<file path="src/rtl/glyph_quad_layout_with_kerning_top_assert.svh">
// ----------------------------------------------------------------------------
// Glyph quad layout assertion macros
// Concurrent assertion helpers clocked on clk and disabled during reset.
// ----------------------------------------------------------------------------
`ifndef GLYPH_QUAD_LAYOUT_WITH_KERNING_TOP_ASSERT_SVH
`define GLYPH_QUAD_LAYOUT_WITH_KERNING_TOP_ASSERT_SVH

// The consequent must hold in the same cycle as the antecedent.
`define GQK_ASSERT_IMP(lbl, ante, cons, msg) \
lbl: assert property (@(posedge clk) disable iff (!arst_n) (ante) |-> (cons)) \
	else $error(msg);

// The consequent must hold in the cycle after the antecedent.
`define GQK_ASSERT_NXT(lbl, ante, cons, msg) \
lbl: assert property (@(posedge clk) disable iff (!arst_n) (ante) |=> (cons)) \
	else $error(msg);

`endif

</file>
<file path="src/rtl/gqk_ram.sv">
// ----------------------------------------------------------------------------
// Glyph quad layout RAM
// Generic single write port, single read port memory with registered read.
// ----------------------------------------------------------------------------
module gqk_ram #(
	parameter int WIDTH = 8,
	parameter int DEPTH = 256
) (
	input  logic                     clk,
	input  logic                     we,
	input  logic [$clog2(DEPTH)-1:0] waddr,
	input  logic [WIDTH-1:0]         wdata,
	input  logic                     re,
	input  logic [$clog2(DEPTH)-1:0] raddr,
	output logic [WIDTH-1:0]         rdata
);

	logic [WIDTH-1:0] mem_q [DEPTH];
	logic [WIDTH-1:0] rdata_q;

	always_ff @(posedge clk) begin
		if (we) begin
			mem_q[waddr] <= wdata;
		end
		if (re) begin
			rdata_q <= mem_q[raddr];
		end
	end

	assign rdata = rdata_q;

endmodule

</file>
<file path="config.mk">
export PLATFORM = sky130hd
export DESIGN_NAME = gqk_ram
export DESIGN_NICKNAME = d
export VERILOG_FILES = /design/src/rtl/glyph_quad_layout_with_kerning_top_assert.svh /design/src/rtl/gqk_ram.sv
export SDC_FILE = /design/constraint.sdc
export NUM_CORES = 2
export LEC_CHECK = 0
export ABC_CLOCK_PERIOD_IN_PS = 3950
export BUFFER_PORTS_ARGS = -buffer_cell sky130_fd_sc_hd__buf_2
export CAP_MARGIN = 30
export CORE_ASPECT_RATIO = 0.7
export CORE_MARGIN = 2
export CORE_UTILIZATION = 25
export DETAILED_ROUTE_END_ITERATION = 7
export HOLD_SLACK_MARGIN = 0.02
export PLACE_DENSITY_LB_ADDON = 0.25
export SYNTH_ARGS = -nofsm -noshare
export SYNTH_HDL_FRONTEND = slang
export SYNTH_SLANG_ARGS = --single-unit
</file>
<file path="constraint.sdc">
create_clock -name clk -period 3.95 [get_ports clk]
set_input_delay 0.395 -clock clk [delete_from_list [all_inputs] [get_ports clk]]
set_output_delay 0.395 -clock clk [all_outputs]
set_load 0.01 [all_outputs]
</file>
# Yosys cells after proc, flatten, opt, wreduce, memory -nomap -nowiden
# Memories as Yosys holds them, arrays and structs flattened. A register that Yosys moved wholly into a read port is not among the register bits.
# Cells that the tools add are included.
# W data, S select, Z words.
# totals
reg_bits	0
latch_bits	0
ramBits	2048
rom_bits	0
input_bits	27
output_inout_bits	8
elab_cells	3
memories	1
# mem_list
memory	words	width	rd	rd_clocked_by_memory_dff	write_ports	line_no	text
mem_q	256	8	1	1	1	gqk_ram.sv:18	logic [WIDTH-1:0] mem_q [DEPTH];
# classes
add_sub_neg	0
n_mul	0
div	0
order_cmp	0
n_eq_ne	0
shifts	0
mux	2
n_bitwise	0
reduce_logical	0
# op_table
cell	n
$mux W1	2

# Depth between registers and ports, before layout
# logic_depth
depth_word	2
depth_mapped	11
depth_no_buf	6

# Least setup slack after synthesis
# No wires, ideal clock.
# synth_path
path_type	input -> register
from	input raddr[0]
to	register rdata_q[2] (netlist: rdata[2]) (read register of mem_q), data pin
setup_ns	0.269
t_arrival_ns	2.202
required_ns	3.681
path_slack_ns	1.479
path_stages	9
path_buffers	4
cell_sequence	buf_6 > buf_12 > buf_8 > buf_2 > mux4_2 > a22oi_1 > a21oi_1 > nor4_1 > nor4_2
# synth_rtl
item	line_no	text
from (decl)	gqk_ram.sv:14	input logic [$clog2(DEPTH)-1:0] raddr,
to (decl)	gqk_ram.sv:19	logic [WIDTH-1:0] rdata_q;

==> summary.md <==
| Metric | Value |
|---|---|
| Detail-routed net length per standard cell | 28.0 um |
| Largest net degree at the start of global routing | 107 |
| Placeable core area | 317000 um2 |
| Number of nets produced by synthesis | 3760 |
| Seq cells post-synth | 2056 |
| Routed Antenna Nets | 0 |
| Cell count of the worst reg-to-reg path | 6 |
| Register clock-pin slew on the reported worst setup and hold paths | 0.07 ns |
| Worst min-delay path class | in -> reg |
| Number of synthesized flops with an enable pin | 2056 |
| Syn_area_per_cell | 21.3 um2 |
| Number of cells traversed by the worst hold path | 1 |
| Overflow after GRT | 0 |
| Clock period minus final worst setup slack | 3.02 ns |
| Fillcell total | 30900 |
| Flip-flop cell with the highest count after synthesis | sky130_fd_sc_hd__edfxtp_1 |
| GR Util All Layers | 14.2% |
| Worst slew margin relative to its limit | 22.7% |
| Number of antenna violations at the first check in global routing | 22 |
| Total number of placement rows | 173 |
| Worst slack at placement | 0.0326 ns |
| Root cell of the clock tree | sky130_fd_sc_hd__clkbuf_16 |
| Setup repair after global routing missed its margin | false |
| WP data arrival | 3.61 ns |
| Count of final max-slew check failures | 0 |
| Proportion of netlist area held by the largest area contributor | 77.5% |
| Overall die height | 476 um |
| Area Overhead vs Synth | 16.3% |
| Leak pwr | 28.1 nW |
| # port buffers | 34 |
| Post-CTS Resized | 0 |
| Max rail drop VDD | 0.321 mV |
| Share of final-layout standard cells stronger than drive strength 1 | 25.9% |
| TritonCTS clock tree | done |
| Top post-synthesis cells by count | sky130_fd_sc_hd__edfxtp_1, sky130_fd_sc_hd__mux4_2, sky130_fd_sc_hd__nor2_1 |
| Initial standard-cell utilization of the core | 25.1% |
| Post-Route Setup TNS | 0 ns |
| Critical path class | in -> reg |
| Io pins | 35 |
| WL final | 235000 um |
| Biggest fanout along the worst timing path | 28 |
| Number of warnings issued by yosys | 0 |
| Sequential share of the synthesized area | 77.5% |
| DRC Markers | 0 |
| Final count of hold timing violations | 0 |
| Asr flop ratio synth | 0% |
| CTS sink count | 2056 |
| Crit. End Element | flip-flop |
| Global-route wire length before repair | 326000 um |
| Clock H-tree levels | 4 |
| Skew final | 0.0678 ns |
| Final Cycle Share | 76.4% |
| Cells after Synth | 3733 |
| Pwr per Cell Area | 481 nW/um2 |
| Most frequent cell after synthesis | sky130_fd_sc_hd__edfxtp_1 |
| Final setup margin | 0.932 ns |
| First-pass iteration count of the detailed router | 6 |
| Top achievable clock speed | 331 MHz |
| Transition time at the pin with the least slew margin | 1.16 ns |
| Startpoint type of the worst setup path | input pin |
| Half-perimeter wire length after detailed placement | 152000 um |
| Outcome | finished, final reports clean |
| Vias after detailed routing | 39700 |
| Final #Nets | 4081 |
| Violation count after the first detailed-routing iteration | 5246 |
| Biggest area contributors in the synthesized netlist | sky130_fd_sc_hd__edfxtp_1, sky130_fd_sc_hd__mux4_2, sky130_fd_sc_hd__mux2i_1 |
| Inserted Clock Buffers | 195 |
| Cell Area, Synth | 79600 um2 |
| Latest clock arrival within the worst-skew pair | 0.85 ns |
| Final weighted congestion in routability-driven placement | 0.813 |
| Die outline width | 679 um |
| Number of failing setup endpoints in the final timing report | 0 |
| Floorplan die area | 323000 um2 |
| R2R Setup Slk | 1.04 ns |
| Yosys cell types | 54 |
| Max Cap Violations | 0 |
| Biggest area consumer among synthesized cells | sky130_fd_sc_hd__edfxtp_1 |
| Required time at the worst-slack endpoint | 4.54 ns |
| Number of buffers on the longest clock path | 4 |
| Vias in the first global route | 39500 |
| Avg Vias per Cell | 4.73 |
-- layout by cell type (no fill, tap or decap), types with 24 or more instances in the layout --
cell,synthesis,layout
sky130_fd_sc_hd__edfxtp_1,2056,2056
sky130_fd_sc_hd__mux4_2,454,454
sky130_fd_sc_hd__nor2_1,282,279
sky130_fd_sc_hd__buf_4,27,279
sky130_fd_sc_hd__clkbuf_16,0,196
sky130_fd_sc_hd__mux2i_1,134,134
sky130_fd_sc_hd__a22oi_1,133,133
sky130_fd_sc_hd__a21oi_1,96,96
sky130_fd_sc_hd__o221ai_1,46,46
sky130_fd_sc_hd__clkinv_1,1,44
sky130_fd_sc_hd__clkbuf_1,111,41
sky130_fd_sc_hd__buf_12,8,41
sky130_fd_sc_hd__clkinv_2,0,35
sky130_fd_sc_hd__nand2_1,33,33
sky130_fd_sc_hd__o22ai_1,28,28
sky130_fd_sc_hd__nor2b_1,31,28
sky130_fd_sc_hd__nand3_1,34,28
sky130_fd_sc_hd__nor4_1,24,24
-- cells by family (layout without fill, tap and decap cells) --
family / after synthesis / after routing / share of synthesized area (%)
other cells: 0 / 9 / 0
simple gates: 466 / 466 / 2.63
flops: 2056 / 2056 / 77.5
compound gates: 385 / 385 / 3.42
mux: 591 / 591 / 14.6
buf+inv: 235 / 696 / 1.83
-- path summary, 6_finish.rpt --
| kind | start | endpoint |
|---|---|---|
| max | raddr[3] | rdata[7] |
| min | wdata[3] | mem_q[242][3] |
| max reg2reg | mem_q[195][7] | rdata[7] |
| min reg2reg | mem_q[11][2] | rdata[2] |
-- critical path, cell delays in order --
cell                       delay (ns)
sky130_fd_sc_hd__buf_4           0.30
sky130_fd_sc_hd__buf_12          0.26
sky130_fd_sc_hd__nor2b_1         0.84
sky130_fd_sc_hd__a221oi_1        0.18
sky130_fd_sc_hd__o211ai_1        0.18
sky130_fd_sc_hd__nand3_1         0.28
sky130_fd_sc_hd__nor4_1          0.76
sky130_fd_sc_hd__buf_4           0.25
sky130_fd_sc_hd__nor4_1          0.05
-- per-stage QoR --
step                power, mW  std cells  hold slack, ns  util (%)  instance area, um2
floorplan                25.7       3733           0.494         -               79600
finish                   44.5       8403          0.0446      29.2               92600
CTS                      44.9       8390          0.0369      29.2               92600
global placement         27.0       8045           0.881      27.3               86600
detailed placement       27.0       8049           0.888      27.3               86700
global route             45.9       8395          0.0343      29.2               92600
-- flip-flops by register name, indices dropped and copies added (netlist names) --
| name | cells |
|---|---|
| mem_q | 2048 |
| rdata | 8 |
-- what timing repair did --
action / in CTS / in global routing
hold buffers: 4 / 0
hold endpoints to repair: 111 / 0
setup endpoints to repair: 0 / 0
setup buffers: 0 / 0
-- cell type report --
class / count / area (um2) / area share, %
antenna: 9 / 22.5 / 0.0243
clock buffer: 237 / 5060 / 5.46
clock inverter: 100 / 758 / 0.819
timing repair buffer: 357 / 3240 / 3.50
tap: 4200 / 5260 / 5.67
inverter: 2 / 7.51 / 0.00811
sequential: 2056 / 61700 / 66.7
multi-input combinational: 1442 / 16500 / 17.8
-- where the power goes --
| part | internal [mW] | switching [mW] | leakage (nW) | total (mW) |
|---|---|---|---|---|
| registers | 24.1 | 0.0223 | 18.5 | 24.1 |
| logic | 0.844 | 1.63 | 6.77 | 2.47 |
| clock network | 9.74 | 8.25 | 2.85 | 18.0 |
| total | 34.6 | 9.90 | 28.1 | 44.5 |
-- per-layer routing --
layer / wire length (um) / share of wire, % / vias to the layer above / global-route usage [%]
li1: - / - / 16300 / -
met1: 116000 / 49 / 21700 / 22.5
met2: 97100 / 41 / 1398 / 19.6
met3: 19800 / 8.4 / 232 / 3.71
met4: 3020 / 1.3 / 0 / 2.11
met5: 0 / 0 / - / 0
(Power assumes the default switching activity.)
